<file path="src/design/jsu_pkg.sv">
// ----------------------------------------------------------------------------
// JSON string unescape package
// Shared types and codes for the string unescaper and UTF-8 checker.
// ----------------------------------------------------------------------------
package jsu_pkg;

   // Result kinds carried on the response channel.
   localparam logic [1:0] KIND_DATA  = 2'd0;
   localparam logic [1:0] KIND_QUOTE = 2'd1;
   localparam logic [1:0] KIND_ERROR = 2'd2;

   // Parser modes.
   localparam logic [2:0] MODE_IDLE    = 3'd0;
   localparam logic [2:0] MODE_STR     = 3'd1;
   localparam logic [2:0] MODE_ESC     = 3'd2;
   localparam logic [2:0] MODE_HEX1    = 3'd3;
   localparam logic [2:0] MODE_NEED_BS = 3'd4;
   localparam logic [2:0] MODE_NEED_U  = 3'd5;
   localparam logic [2:0] MODE_HEX2    = 3'd6;
   localparam logic [2:0] MODE_UTF8    = 3'd7;

   // Parser state carried from one byte to the next.
   typedef struct packed {
      logic [2:0]       mode;
      logic [2:0]       hex_left;
      logic [20:0]      acc;
      logic [9:0]       hi;
      logic [2:0][7:0]  held;
      logic [1:0]       cont;
      logic [1:0]       cls;
   } jsu_state_type;

   // All results caused by one input word: up to four data bytes, or a
   // single quote or error result.
   typedef struct packed {
      logic [2:0]       count;
      logic [1:0]       kind;
      logic [3:0][7:0]  bytes;
   } jsu_bundle_type;

   localparam jsu_state_type STATE_CLEAR = '{
      mode:     MODE_IDLE,
      hex_left: 3'd0,
      acc:      21'd0,
      hi:       10'd0,
      held:     24'd0,
      cont:     2'd0,
      cls:      2'd0
   };

endpackage

</file>
<file path="src/design/jsu_req_if.sv">
// ----------------------------------------------------------------------------
// JSON unescaper request channel
// Carries one raw byte of the string token, or an end-of-buffer mark.
// ----------------------------------------------------------------------------
interface jsu_req_if;
   logic       valid;
   logic       ready;
   logic [7:0] data_byte;
   logic       end_mark;

   modport source (output valid, output data_byte, output end_mark, input ready);
   modport sink   (input valid, input data_byte, input end_mark, output ready);
endinterface

</file>
<file path="src/design/jsu_rsp_if.sv">
// ----------------------------------------------------------------------------
// JSON unescaper response channel
// Carries one decoded byte, a closing quote mark or an error mark.
// ----------------------------------------------------------------------------
interface jsu_rsp_if;
   logic       valid;
   logic       ready;
   logic [7:0] out_byte;
   logic [1:0] kind;
   logic       last_of_run;

   modport source (output valid, output out_byte, output kind, output last_of_run,
                   input ready);
   modport sink   (input valid, input out_byte, input kind, input last_of_run,
                   output ready);
endinterface

</file>
<file path="src/design/json_string_unescape_utf8_check.sv">
// A request word is held in the input register; its results leave from the result stage.
// Throughput: one request word per cycle while each word causes at most one result and the
// response side is ready; a word with N results holds it until all are taken (N up to 4).
// Reset: synchronous, active high; clears both stages and returns the parser to idle.
// ----------------------------------------------------------------------------
// JSON string unescaper with UTF-8 validation
// Decodes the bytes of one JSON string token into UTF-8 and flags errors.
// ----------------------------------------------------------------------------
module json_string_unescape_utf8_check
   import jsu_pkg::*;
(
   input  logic        clock,
   input  logic        reset,
   jsu_req_if.sink     req_ch,
   jsu_rsp_if.source   rsp_ch
);

   // The design is a two-stage pipeline. The first stage is an input register
   // that holds one request word. The decoder reads that word together with
   // the parser state and combinationally produces the whole set of results for
   // it. The parser state advances when the word leaves the first stage.
   //
   // The second stage holds that result set and hands it out one word per
   // cycle while the response side is ready. A word that causes no result (a
   // backslash, a hex digit, the lead byte of a multibyte sequence) leaves the
   // first stage at once, without waiting for the second stage.
   //
   // The first stage refills in the cycle that the second stage hands out
   // its last word, so a stream of single-result words moves at one word per
   // cycle while the response side is ready.

   // Input stage.
   logic           a_valid_ff, a_valid_in;
   logic [7:0]     a_byte_ff, a_byte_in;
   logic           a_end_ff, a_end_in;

   // Parser state.
   jsu_state_type  state_ff, state_in;

   // Result stage: the result set and the position of the word on offer.
   logic           b_valid_ff, b_valid_in;
   jsu_bundle_type bundle_ff, bundle_in;
   logic [1:0]     idx_ff, idx_in;

   jsu_state_type  dec_state;
   jsu_bundle_type dec_res;

   logic           b_last;
   logic           b_done;
   logic           b_free;
   logic           a_adv;
   logic           req_take;

   jsu_decode u_decode (
      .cur       (state_ff),
      .data_byte (a_byte_ff),
      .end_mark  (a_end_ff),
      .nxt       (dec_state),
      .res       (dec_res)
   );

   // The word on offer is the last of its set when its position is count - 1.
   assign b_last   = ({1'b0, idx_ff} == (bundle_ff.count - 3'd1));
   assign b_done   = b_valid_ff && rsp_ch.ready && b_last;
   assign b_free   = !b_valid_ff || b_done;

   // A word with no results never waits on the result stage.
   assign a_adv    = a_valid_ff && ((dec_res.count == 3'd0) || b_free);
   assign req_take = !a_valid_ff || a_adv;

   assign req_ch.ready       = req_take;
   assign rsp_ch.valid       = b_valid_ff;
   assign rsp_ch.out_byte    = bundle_ff.bytes[idx_ff];
   assign rsp_ch.kind        = bundle_ff.kind;
   assign rsp_ch.last_of_run = b_last;

   always_comb begin
      a_valid_in = a_valid_ff;
      a_byte_in  = a_byte_ff;
      a_end_in   = a_end_ff;
      if (req_take) begin
         a_valid_in = req_ch.valid;
         a_byte_in  = req_ch.data_byte;
         a_end_in   = req_ch.end_mark;
      end
   end

   always_comb begin
      state_in = state_ff;
      if (a_adv) begin
         state_in = dec_state;
      end
   end

   always_comb begin
      b_valid_in = b_valid_ff;
      bundle_in  = bundle_ff;
      idx_in     = idx_ff;
      if (a_adv && (dec_res.count != 3'd0)) begin
         // The result stage is free here, so a new set can be loaded.
         b_valid_in = 1'b1;
         bundle_in  = dec_res;
         idx_in     = 2'd0;
      end else if (b_valid_ff && rsp_ch.ready) begin
         if (b_last) begin
            b_valid_in = 1'b0;
         end else begin
            idx_in = idx_ff + 2'd1;
         end
      end
   end

   always_ff @(posedge clock) begin
      if (reset) begin
         a_valid_ff <= 1'b0;
         b_valid_ff <= 1'b0;
         idx_ff     <= 2'd0;
         state_ff   <= STATE_CLEAR;
      end else begin
         a_valid_ff <= a_valid_in;
         b_valid_ff <= b_valid_in;
         idx_ff     <= idx_in;
         state_ff   <= state_in;
      end
   end

   // Payload registers need no reset.
   always_ff @(posedge clock) begin
      a_byte_ff <= a_byte_in;
      a_end_ff  <= a_end_in;
      bundle_ff <= bundle_in;
   end

endmodule

</file>
<file path="src/design/jsu_decode.sv">
// ----------------------------------------------------------------------------
// JSON unescaper byte decoder
// Next-state and result logic for one byte of the string token.
// ----------------------------------------------------------------------------
module jsu_decode
   import jsu_pkg::*;
(
   input  jsu_state_type  cur,
   input  logic [7:0]     data_byte,
   input  logic           end_mark,
   output jsu_state_type  nxt,
   output jsu_bundle_type res
);

   // Value of an ASCII hex digit; bit 4 flags a valid digit.
   function automatic logic [4:0] hex_digit(input logic [7:0] b);
      logic [4:0] r;
      r = 5'd0;
      if (b >= "0" && b <= "9") begin
         r = {1'b1, 4'(b - "0")};
      end else if (b >= "a" && b <= "f") begin
         r = {1'b1, 4'(b - "a" + 8'd10)};
      end else if (b >= "A" && b <= "F") begin
         r = {1'b1, 4'(b - "A" + 8'd10)};
      end
      return r;
   endfunction

   // UTF-8 encoding of a code point as a data bundle.
   function automatic jsu_bundle_type utf8_encode(input logic [20:0] cp);
      jsu_bundle_type r;
      r = '0;
      r.kind = KIND_DATA;
      if (cp <= 21'h7f) begin
         r.count    = 3'd1;
         r.bytes[0] = cp[7:0];
      end else if (cp <= 21'h7ff) begin
         r.count    = 3'd2;
         r.bytes[0] = {3'b110, cp[10:6]};
         r.bytes[1] = {2'b10, cp[5:0]};
      end else if (cp <= 21'hffff) begin
         r.count    = 3'd3;
         r.bytes[0] = {4'b1110, cp[15:12]};
         r.bytes[1] = {2'b10, cp[11:6]};
         r.bytes[2] = {2'b10, cp[5:0]};
      end else begin
         r.count    = 3'd4;
         r.bytes[0] = {5'b11110, cp[20:18]};
         r.bytes[1] = {2'b10, cp[17:12]};
         r.bytes[2] = {2'b10, cp[11:6]};
         r.bytes[3] = {2'b10, cp[5:0]};
      end
      return r;
   endfunction

   logic [4:0]  hex;
   logic [15:0] acc_hex;
   logic [20:0] acc_utf;
   logic [20:0] pair_cp;
   logic [20:0] cp_sel;
   logic [20:0] utf_min;
   logic [2:0]  held_idx;
   logic        do_fail;

   assign hex      = hex_digit(data_byte);
   assign acc_hex  = {cur.acc[11:0], hex[3:0]};
   assign acc_utf  = {cur.acc[14:0], data_byte[5:0]};
   assign pair_cp  = 21'h10000 + {1'b0, cur.hi, acc_hex[9:0]};
   assign cp_sel   = (cur.mode == MODE_HEX2) ? pair_cp : {5'd0, acc_hex};
   assign held_idx = {1'b0, cur.cls} - {1'b0, cur.cont} + 3'd1;

   always_comb begin
      case (cur.cls)
         2'd1:    utf_min = 21'h80;
         2'd2:    utf_min = 21'h800;
         default: utf_min = 21'h10000;
      endcase
   end

   always_comb begin
      nxt     = cur;
      res     = '0;
      res.kind = KIND_DATA;
      do_fail = 1'b0;

      if (end_mark) begin
         do_fail = (cur.mode != MODE_IDLE);
      end else begin
         case (cur.mode)
            MODE_IDLE: begin
               if (data_byte == "\"") begin
                  nxt.mode = MODE_STR;
               end else begin
                  do_fail = 1'b1;
               end
            end
            MODE_STR: begin
               if (data_byte == "\"") begin
                  res.count = 3'd1;
                  res.kind  = KIND_QUOTE;
                  nxt       = STATE_CLEAR;
                  nxt.held  = cur.held;
               end else if (data_byte < 8'h20) begin
                  do_fail = 1'b1;
               end else if (data_byte == "\\") begin
                  nxt.mode = MODE_ESC;
               end else if (data_byte < 8'h80) begin
                  res.count    = 3'd1;
                  res.bytes[0] = data_byte;
               end else if (data_byte[7:5] == 3'b110) begin
                  nxt.acc     = {16'd0, data_byte[4:0]};
                  nxt.held[0] = data_byte;
                  nxt.cls     = 2'd1;
                  nxt.cont    = 2'd1;
                  nxt.mode    = MODE_UTF8;
               end else if (data_byte[7:4] == 4'b1110) begin
                  nxt.acc     = {17'd0, data_byte[3:0]};
                  nxt.held[0] = data_byte;
                  nxt.cls     = 2'd2;
                  nxt.cont    = 2'd2;
                  nxt.mode    = MODE_UTF8;
               end else if (data_byte[7:3] == 5'b11110) begin
                  nxt.acc     = {18'd0, data_byte[2:0]};
                  nxt.held[0] = data_byte;
                  nxt.cls     = 2'd3;
                  nxt.cont    = 2'd3;
                  nxt.mode    = MODE_UTF8;
               end else begin
                  do_fail = 1'b1;
               end
            end
            MODE_UTF8: begin
               if (data_byte[7:6] != 2'b10) begin
                  do_fail = 1'b1;
               end else if (cur.cont > 2'd1) begin
                  nxt.acc  = acc_utf;
                  nxt.cont = cur.cont - 2'd1;
                  if (held_idx < 3'd3) begin
                     nxt.held[held_idx[1:0]] = data_byte;
                  end
               end else if (acc_utf < utf_min || acc_utf > 21'h10ffff ||
                            (acc_utf >= 21'hd800 && acc_utf <= 21'hdfff)) begin
                  do_fail = 1'b1;
               end else begin
                  // Replay the held lead and continuation bytes, then this one.
                  res.count = {1'b0, cur.cls} + 3'd1;
                  case (cur.cls)
                     2'd1: begin
                        res.bytes[0] = cur.held[0];
                        res.bytes[1] = data_byte;
                     end
                     2'd2: begin
                        res.bytes[0] = cur.held[0];
                        res.bytes[1] = cur.held[1];
                        res.bytes[2] = data_byte;
                     end
                     2'd3: begin
                        res.bytes[0] = cur.held[0];
                        res.bytes[1] = cur.held[1];
                        res.bytes[2] = cur.held[2];
                        res.bytes[3] = data_byte;
                     end
                     default: begin
                        res.bytes[0] = data_byte;
                     end
                  endcase
                  nxt.cont = 2'd0;
                  nxt.cls  = 2'd0;
                  nxt.acc  = 21'd0;
                  nxt.mode = MODE_STR;
               end
            end
            MODE_ESC: begin
               res.count = 3'd1;
               nxt.mode  = MODE_STR;
               case (data_byte)
                  "\"", "\\", "/": res.bytes[0] = data_byte;
                  "b":             res.bytes[0] = 8'h08;
                  "f":             res.bytes[0] = 8'h0c;
                  "n":             res.bytes[0] = 8'h0a;
                  "r":             res.bytes[0] = 8'h0d;
                  "t":             res.bytes[0] = 8'h09;
                  "u": begin
                     res.count    = 3'd0;
                     nxt.mode     = MODE_HEX1;
                     nxt.hex_left = 3'd4;
                     nxt.acc      = 21'd0;
                  end
                  default: do_fail = 1'b1;
               endcase
            end
            MODE_HEX1, MODE_HEX2: begin
               if (!hex[4]) begin
                  do_fail = 1'b1;
               end else if (cur.hex_left > 3'd1) begin
                  nxt.acc      = {5'd0, acc_hex};
                  nxt.hex_left = cur.hex_left - 3'd1;
               end else begin
                  nxt.hex_left = 3'd0;
                  nxt.acc      = 21'd0;
                  if (cur.mode == MODE_HEX1) begin
                     if (acc_hex >= 16'hd800 && acc_hex <= 16'hdbff) begin
                        nxt.hi   = acc_hex[9:0];
                        nxt.mode = MODE_NEED_BS;
                     end else if (acc_hex >= 16'hdc00) begin
                        // A low surrogate with no high surrogate before it fails; above DFFF the value is encoded.
                        if (acc_hex <= 16'hdfff) begin
                           do_fail = 1'b1;
                        end else begin
                           res      = utf8_encode(cp_sel);
                           nxt.mode = MODE_STR;
                        end
                     end else begin
                        res      = utf8_encode(cp_sel);
                        nxt.mode = MODE_STR;
                     end
                  end else if (acc_hex < 16'hdc00 || acc_hex > 16'hdfff) begin
                     do_fail = 1'b1;
                  end else begin
                     res      = utf8_encode(cp_sel);
                     nxt.hi   = 10'd0;
                     nxt.mode = MODE_STR;
                  end
               end
            end
            MODE_NEED_BS: begin
               if (data_byte == "\\") begin
                  nxt.mode = MODE_NEED_U;
               end else begin
                  do_fail = 1'b1;
               end
            end
            MODE_NEED_U: begin
               if (data_byte == "u") begin
                  nxt.mode     = MODE_HEX2;
                  nxt.hex_left = 3'd4;
                  nxt.acc      = 21'd0;
               end else begin
                  do_fail = 1'b1;
               end
            end
            default: begin
               do_fail = 1'b1;
            end
         endcase
      end

      if (do_fail) begin
         res       = '0;
         res.count = 3'd1;
         res.kind  = KIND_ERROR;
         nxt       = STATE_CLEAR;
         nxt.held  = cur.held;
      end
   end

endmodule
</file>
<file path="src/flat_wrapper.sv">
// flat-port wrapper written by rule: the top's interface ports become plain ports
module json_string_unescape_utf8_check_flat import jsu_pkg::*;
  (clock, reset, req_ch_valid, req_ch_data_byte, req_ch_end_mark, req_ch_ready, rsp_ch_valid, rsp_ch_out_byte, rsp_ch_kind, rsp_ch_last_of_run, rsp_ch_ready);
  jsu_req_if req_ch_i ();
  jsu_rsp_if rsp_ch_i ();
  input  logic clock;
  input  logic reset;
  input wire logic [$bits(req_ch_i.valid)-1:0] req_ch_valid;
  input wire logic [$bits(req_ch_i.data_byte)-1:0] req_ch_data_byte;
  input wire logic [$bits(req_ch_i.end_mark)-1:0] req_ch_end_mark;
  output wire logic [$bits(req_ch_i.ready)-1:0] req_ch_ready;
  output wire logic [$bits(rsp_ch_i.valid)-1:0] rsp_ch_valid;
  output wire logic [$bits(rsp_ch_i.out_byte)-1:0] rsp_ch_out_byte;
  output wire logic [$bits(rsp_ch_i.kind)-1:0] rsp_ch_kind;
  output wire logic [$bits(rsp_ch_i.last_of_run)-1:0] rsp_ch_last_of_run;
  input wire logic [$bits(rsp_ch_i.ready)-1:0] rsp_ch_ready;
  assign req_ch_i.valid = req_ch_valid;
  assign req_ch_i.data_byte = req_ch_data_byte;
  assign req_ch_i.end_mark = req_ch_end_mark;
  assign req_ch_ready = req_ch_i.ready;
  assign rsp_ch_valid = rsp_ch_i.valid;
  assign rsp_ch_out_byte = rsp_ch_i.out_byte;
  assign rsp_ch_kind = rsp_ch_i.kind;
  assign rsp_ch_last_of_run = rsp_ch_i.last_of_run;
  assign rsp_ch_i.ready = rsp_ch_ready;
  json_string_unescape_utf8_check u_core (.clock(clock), .reset(reset), .req_ch(req_ch_i), .rsp_ch(rsp_ch_i));
endmodule
</file>
<file path="config.mk">
export PLATFORM = sky130hd
export DESIGN_NAME = json_string_unescape_utf8_check_flat
export DESIGN_NICKNAME = d
export VERILOG_FILES = /design/src/design/jsu_pkg.sv /design/src/design/jsu_req_if.sv /design/src/design/jsu_rsp_if.sv /design/src/design/json_string_unescape_utf8_check.sv /design/src/design/jsu_decode.sv /design/src/flat_wrapper.sv
export SDC_FILE = /design/constraint.sdc
export NUM_CORES = 1
export LEC_CHECK = 0
export ABC_AREA = 0
export BUFFER_PORTS_ARGS = -buffer_cell sky130_fd_sc_hd__buf_2
export CAP_MARGIN = 10
export CORE_ASPECT_RATIO = 0.9
export CORE_UTILIZATION = 45
export DETAILED_ROUTE_END_ITERATION = 6
export PLACE_DENSITY = 0.71
export RECOVER_POWER = 25
export SLEW_MARGIN = 10
export SYNTH_ARGS = -nofsm -noshare
export SYNTH_HDL_FRONTEND = slang
export SYNTH_SLANG_ARGS = --single-unit
</file>
<file path="constraint.sdc">
create_clock -name clock -period 12.83 [get_ports clock]
set_input_delay 2.566 -clock clock [delete_from_list [all_inputs] [get_ports clock]]
set_output_delay 2.566 -clock clock [all_outputs]
set_load 0.03 [all_outputs]
</file>
==> run_results.csv, run 1 <==
group,metric,value,unit
power_and_ir_drop,p_leak,2.568,nW
global_routing,grt.overflow.total,0,
placement,place_congestion,0.9646,
floorplanning,io_pins,26,
worst_setup_path,worst-r2r-cell-count,10,
cts,cts_tree,"yes",
outcome,violations,"capacitance limit, slew limit",
worst_hold_path,min_from,"u_core.state_ff[19]",
yosys,ys_ff_latch,109,
sta,finalSetupViolations,0,
power_and_ir_drop,power_density,95.34,nW/µm²
cts,cts_buffers,9,
yosys,synth-warning-count,0,
power_and_ir_drop,internal_power,0.0005530,W
power_and_ir_drop,swShare,0.2369,
sta,hold_violations,0,
power_and_ir_drop,pwr-share-seq,0.520,
sta,rsz0062_at_grt,"false",
layout,drive_above_1_share,0.09332,
cts,insertion_delay,0.36,ns
yosys,syn-num-nets,843,
sta,worst_pin_slew,2.399,ns
drt,drtIter0Drc,978,
worst_setup_path,path_cells,"inv_1, ha_1, o21bai_1, a2111oi_0, nor3_1, a2111oi_0, nand2_1, o2bb2ai_1, a21oi_1, or3b_2, buf_2",
layout,nets,819,
worst_hold_path,whs_endpoint,"u_core.state_ff[19]",
placement,numPortBuffers,25,
sta,timing.fmax,0.1096,GHz
sta,fin_crit_sh,0.7113,
cts,post_cts_buffers,0,
floorplanning,fp.dieW,135.3,µm
sta,layout_min_cycle_time,9.126,ns
sta,fin_skew,0.01028,ns
yosys,synth_seq_area_share,0.3670,
floorplanning,start_util,0.4631,
worst_setup_path,worstSetupStartpoint,"u_core.a_byte_ff[0]",
worst_setup_path,critPathKind,"reg2out",
layout,antennaDiodeCount,0,
global_routing,antenna_found_initial,0,
flow_run,max-cap-violations,3,
worst_setup_path,worstPathMaxFanout,16,
cts,cts-root-buf,"clkbuf_16",
power_and_ir_drop,switchingPower,0.0001717,W
sta,maxSlewViolCount,25,
yosys,synth-edff-count,46,
worst_setup_path,crit_arrival,6.56,ns
drt,ant_nets,0,
floorplanning,dieArea,16510,µm²
power_and_ir_drop,ir_drop,0.00006484,V
sta,maxSlewHeadroom,-0.6404,
worst_setup_path,rr_startpoint,"u_core.a_byte_ff[0]",
worst_setup_path,cp_slowest_cell,"a2111oi_0",
global_routing,grt_first_pass_wirelength,34160,µm
yosys,ys.flop_type,"dfxtp_1",
yosys,syn_area,7201,µm²
drt,drt-wirelength-per-cell,22.36,µm
worst_hold_path,min_path_type,"reg2reg",
worst_setup_path,slowest_delay,1.93,ns
drt,routed_wl,22250,µm
worst_setup_path,critPathLaunchType,"flip-flop",
sta,tns,0,ns
drt,drc,0,
outcome,status,"finished with violations",
cts,cts_resized,0,
cts,cts.path.max_buffers,2,
layout,area_growth_syn_to_layout,5.560,%
worst_setup_path,rrSetupSlack,6.11,ns
drt,via_per_inst,6.498,
yosys,avgSynthCellArea,8.868,µm²
placement,dpl.hpwl,15840,µm
cts,ctsHtreeMaxLevel,3,
power_and_ir_drop,combPwrFrac,0.056,
worst_setup_path,r2r_end,"u_core.state_ff[30]",
cts,cts.clk_slew.worst_paths,0.07,ns
global_routing,grt_pass1_vias,5893,
worst_setup_path,required,10.26,ns
floorplanning,fp-row-count,43,
cts,cts_sinks,109,
worst_setup_path,cp-end-kind,"primary output",
floorplanning,core_area,15550,µm²
worst_setup_path,worst_path_most_repeated_cell,"a2111oi_0",
drt,num_vias,6466,
drt,drtPass1Iterations,5,
power_and_ir_drop,pwr-share-clk,0.423,
yosys,synthCells,812,
yosys,ys_types,87,
floorplanning,fp.dieH,122.0,µm
cts,holdBufCountCts,0,
worst_hold_path,whs_path_depth,2,
global_routing,grt_max_degree,61,
layout,fin_util,0.4889,
yosys,synthArstFlopShare,0,
global_routing,grtUsageTotal,0.2779,
-- worst max path at each step --
stage / end / slack [ns] / cells after the start
4_1_cts: req_ch_ready / 5.25 / 11
5_1_grt: req_ch_ready / 3.42 / 11
2_1_floorplan: req_ch_ready / 6.81 / 12
3_5_place_dp: req_ch_ready / 5.64 / 11
6_report: req_ch_ready / 3.70 / 11
3_3_place_gp: req_ch_ready / 5.82 / 11
-- state kept, by name, indices dropped and copies added, names as in the netlist, named ones only --
name / flops
u_core.a_byte_ff: 8
u_core.a_end_ff: 1
u_core.a_valid_ff: 1
u_core.bundle_ff: 35
u_core.idx_ff: 2
u_core.rsp_ch.kind: 2
u_core.rsp_ch.valid: 1
u_core.state_ff: 51
-- final cells by class --
type / count / area (µm²)
clock buffers: 9 / 225.2
clock inverters: 7 / 97.59
fillers: 1445 / 7948
inverters: 23 / 86.33
multi-input cells: 614 / 4130
flip-flops and latches: 109 / 2643
well taps: 202 / 252.7
repair buffers: 31 / 166.4
-- power by group through the flow --
stage               logic [W]  clock network [W]  registers (W)
finish              0.0000407           0.000307       0.000377
global route        0.0000436           0.000322       0.000378
CTS                 0.0000406           0.000312       0.000377
detailed placement  0.0000404                  0       0.000385
global placement    0.0000405                  0       0.000385
floorplan           0.0000346                  0       0.000376
-- kinds of logic (layout without fill, tap and decap cells) --
group | Yosys count | after routing | synth area share
and+or+nand+nor | 326 | 326 | 0.2377
AOI/OAI and AO/OA | 195 | 195 | 0.1958
DFF | 109 | 109 | 0.3670
buffers and inverters | 89 | 70 | 0.05265
muxes | 62 | 62 | 0.1004
adders and majority gates | 18 | 18 | 0.03128
xor gates and xnor gates | 12 | 12 | 0.01460
other | 1 | 1 | 0.0005208
-- metrics by stage --
step | setup slack (ns) | power [W] | cells | instance area [µm²] | hold WS [ns]
after floorplan | 6.810 | 0.0004109 | 812 | 7201 | 0.4252
after global placement | 5.824 | 0.0004250 | 979 | 7348 | 0.4342
after detailed placement | 5.639 | 0.0004255 | 979 | 7348 | 0.4409
after CTS | 5.250 | 0.0007292 | 995 | 7671 | 0.4515
after global routing | 3.423 | 0.0007438 | 995 | 7601 | 0.4842
final | 3.704 | 0.0007247 | 995 | 7601 | 0.4519
-- cells in the mapped netlist (5+ instances only) --
library cell	number	share of area
nand4b_1	6	0.0073
nand2b_1	25	0.022
o22ai_1	6	0.0052
dfxtp_1	63	0.18
nor4_1	12	0.010
and3b_1	5	0.0061
xor2_1	8	0.0097
o21ai_0	34	0.024
o32ai_1	5	0.0061
a21oi_1	39	0.027
nand3_1	25	0.017
a22oi_1	20	0.021
nor2_1	75	0.039
o211ai_1	7	0.0073
edfxtp_1	46	0.19
ha_1	18	0.031
nor2b_1	7	0.0061
and2_1	7	0.0061
or4_1	7	0.0073
a211oi_1	7	0.0073
nor3_1	17	0.012
mux4_2	8	0.025
nor3b_1	5	0.0052
buf_1	5	0.0026
buf_2	11	0.0076
clkbuf_1	44	0.023
inv_1	23	0.012
mux2i_1	52	0.072
or3_1	9	0.0078
a31oi_1	9	0.0078
nand2_1	89	0.046
a22o_1	17	0.021
nand4_1	7	0.0061
-- metal layers --
layer / share of wire / track usage
met1: 0.45 / 0.4003
met2: 0.42 / 0.4064
met3: 0.11 / 0.07074
met4: 0.023 / 0.07935
met5: 0 / 0
-- cells in the final DEF, fill, tap and decap left out, drive strengths merged, types with 8 or more instances in the layout --
| master | n |
|---|---|
| a211oi | 9 |
| a21oi | 41 |
| a22o | 17 |
| a22oi | 20 |
| a31oi | 9 |
| and2 | 9 |
| buf | 28 |
| clkbuf | 12 |
| dfxtp | 63 |
| edfxtp | 46 |
| ha | 18 |
| inv | 24 |
| mux2i | 52 |
| mux4 | 8 |
| nand2 | 89 |
| nand2b | 25 |
| nand3 | 25 |
| nor2 | 75 |
| nor3 | 18 |
| nor4 | 13 |
| o21ai | 35 |
| or3 | 10 |
| or4 | 8 |
| xor2 | 8 |
-- critical path: cells and delay by family, from the launching register on --
kind | cells | cell delay (ns)
flops | 1 | 0.61
fa+ha+maj | 1 | 0.23
simple gates | 3 | 1.20
compound gates | 5 | 3.67
buf+inv | 2 | 0.47
Note: power is estimated with default switching activity, not from simulation.
==> run 2, diff against run 1 <==
- clock period: 12.83 -> 8.53 ns (I/O delays scaled with it)
==> run_results.csv, run 2 (synthesized netlist as in run 1, its figures left out) <==
group,metric,value,unit
power_and_ir_drop,power_density,139.9,nW/µm²
worst_hold_path,min_path_type,"reg2reg",
global_routing,top_usage_layer,"met1",
floorplanning,start_util,0.4631,
drt,drc,0,
cts,cts-root-buf,"clkbuf_16",
floorplanning,dieArea,16510,µm²
drt,drtPass1Iterations,6,
worst_setup_path,required,6.82,ns
cts,cts.clk_slew.worst_paths,0.07,ns
global_routing,grt_max_degree,61,
floorplanning,fp.dieW,135.3,µm
layout,layout_common_cells,"89 x nand2_1, 74 x nor2_1, 63 x dfxtp_1",
placement,dpl.hpwl,15680,µm
floorplanning,io_pins,26,
cts,holdBufCountCts,0,
sta,tns,0,ns
global_routing,antenna_found_initial,0,
worst_setup_path,worstPathMaxFanout,14,
global_routing,grt_use_met2,0.3885,
sta,maxSlewHeadroom,0.06655,
layout,nets,820,
cts,cts_sinks,109,
layout,top_register,"u_core.state_ff",
placement,numPortBuffers,25,
global_routing,grtUsageMet3,0.07824,
worst_hold_path,whs_path_depth,2,
sta,hold_violations,0,
sta,rsz0062_at_grt,"false",
layout,fin_util,0.4886,
layout,largest_reg_flops,51,
cts,cts_buffers,9,
sta,layout_min_cycle_time,6.873,ns
drt,via_per_inst,6.521,
global_routing,met1_usage,0.3899,
layout,multi_input_area,4154,µm²
cts,post_cts_buffers,0,
floorplanning,fp-row-count,43,
layout,area_growth_syn_to_layout,5.508,%
power_and_ir_drop,p_leak,2.537,nW
sta,timing.fmax,0.1455,GHz
cts,ctsHtreeMaxLevel,3,
cts,cts_tree,"yes",
layout,fillCellCount,1476,
layout,top_regs,"u_core.state_ff: 51 flops, u_core.bundle_ff: 35 flops, u_core.a_byte_ff: 8 flops",
worst_setup_path,worst-r2r-cell-count,10,
global_routing,grt.overflow.total,0,
drt,drt-wirelength-per-cell,22.14,µm
sta,fin_skew,0.01420,ns
layout,drive_above_1_share,0.08186,
flow_run,max-cap-violations,0,
outcome,status,"finished, final reports clean",
global_routing,grtUsageTotal,0.2752,
cts,cts.path.max_buffers,2,
worst_setup_path,crit_arrival,5.17,ns
power_and_ir_drop,ir_drop,0.0001144,V
layout,layout_commonest_cell,"nand2_1",
drt,routed_wl,22050,µm
layout,antennaDiodeCount,0,
layout,regArea,2643,µm²
cts,insertion_delay,0.37,ns
sta,maxSlewViolCount,0,
sta,fin_crit_sh,0.8058,
worst_setup_path,critPathLaunchType,"flip-flop",
drt,drtIter0Drc,1020,
cts,cts_resized,0,
drt,ant_nets,0,
placement,place_congestion,0.9704,
floorplanning,core_area,15550,µm²
global_routing,grt_pass1_vias,5884,
sta,worst_pin_slew,1.392,ns
sta,finalSetupViolations,0,
floorplanning,fp.dieH,122.0,µm
global_routing,grt_first_pass_wirelength,33830,µm
worst_setup_path,critPathKind,"reg2out",
worst_setup_path,cp-end-kind,"primary output",
drt,num_vias,6495,
[run 2: layer usage]
| layer | wire [µm] | part of all wire |
|---|---|---|
| met5 | 0 | 0 |
| met2 | 9286 | 0.42 |
| met3 | 2493 | 0.11 |
| met1 | 9639 | 0.44 |
| met4 | 632 | 0.029 |
[run 2: worst paths after layout]
check,startpoint,slack [ns],to
hold / removal,flip-flop,0.45,flip-flop
setup reg to reg,u_core.a_byte_ff[0],3.18,u_core.state_ff[31]
setup / recovery,u_core.a_byte_ff[0],1.66,req_ch_ready
hold reg to reg,flip-flop,0.45,flip-flop
[run 2: critical path, cell delays in order (launching register included)]
cell       delay [ns]
edfxtp_1         0.61
inv_1            0.21
ha_1             0.23
o21bai_1         0.11
a2111oi_4        0.62
a2bb2o_1         0.46
a211oi_1         1.11
nand2b_1         0.23
a21oi_1          0.29
or3b_2           0.70
buf_2            0.23
[run 2: stage by stage]
step                hold WS, ns  instances  setup slack [ns]  power [W]  area [µm²]
floorplan                0.4252        812             3.370  0.0006174        7201
global placement         0.4361        980             2.462  0.0006389        7356
detailed placement       0.4439        980             2.323  0.0006399        7356
CTS                      0.4534        996             1.889   0.001072        7659
global route             0.4671        996             1.415   0.001091        7597
finish                   0.4497        996             1.657   0.001063        7597
[run 2: final cells by class]
cell class	count	share of cell area
clock inverter	4	0.007411
tap	202	0.03327
timing repair buffer	32	0.02092
sequential	109	0.3478
multi-input combinational	614	0.5468
inverter	23	0.01136
clock buffer	12	0.03244
[run 2: report_power, final]
part / switching [W] / leakage (nW) / total (W) / internal (W)
Combinational: 0.0000417 / 1.46 / 0.0000635 / 0.0000218
Sequential: 0.0000150 / 0.939 / 0.000565 / 0.000550
Clock: 0.000196 / 0.141 / 0.000434 / 0.000238
Total: 0.000252 / 2.54 / 0.00106 / 0.000810
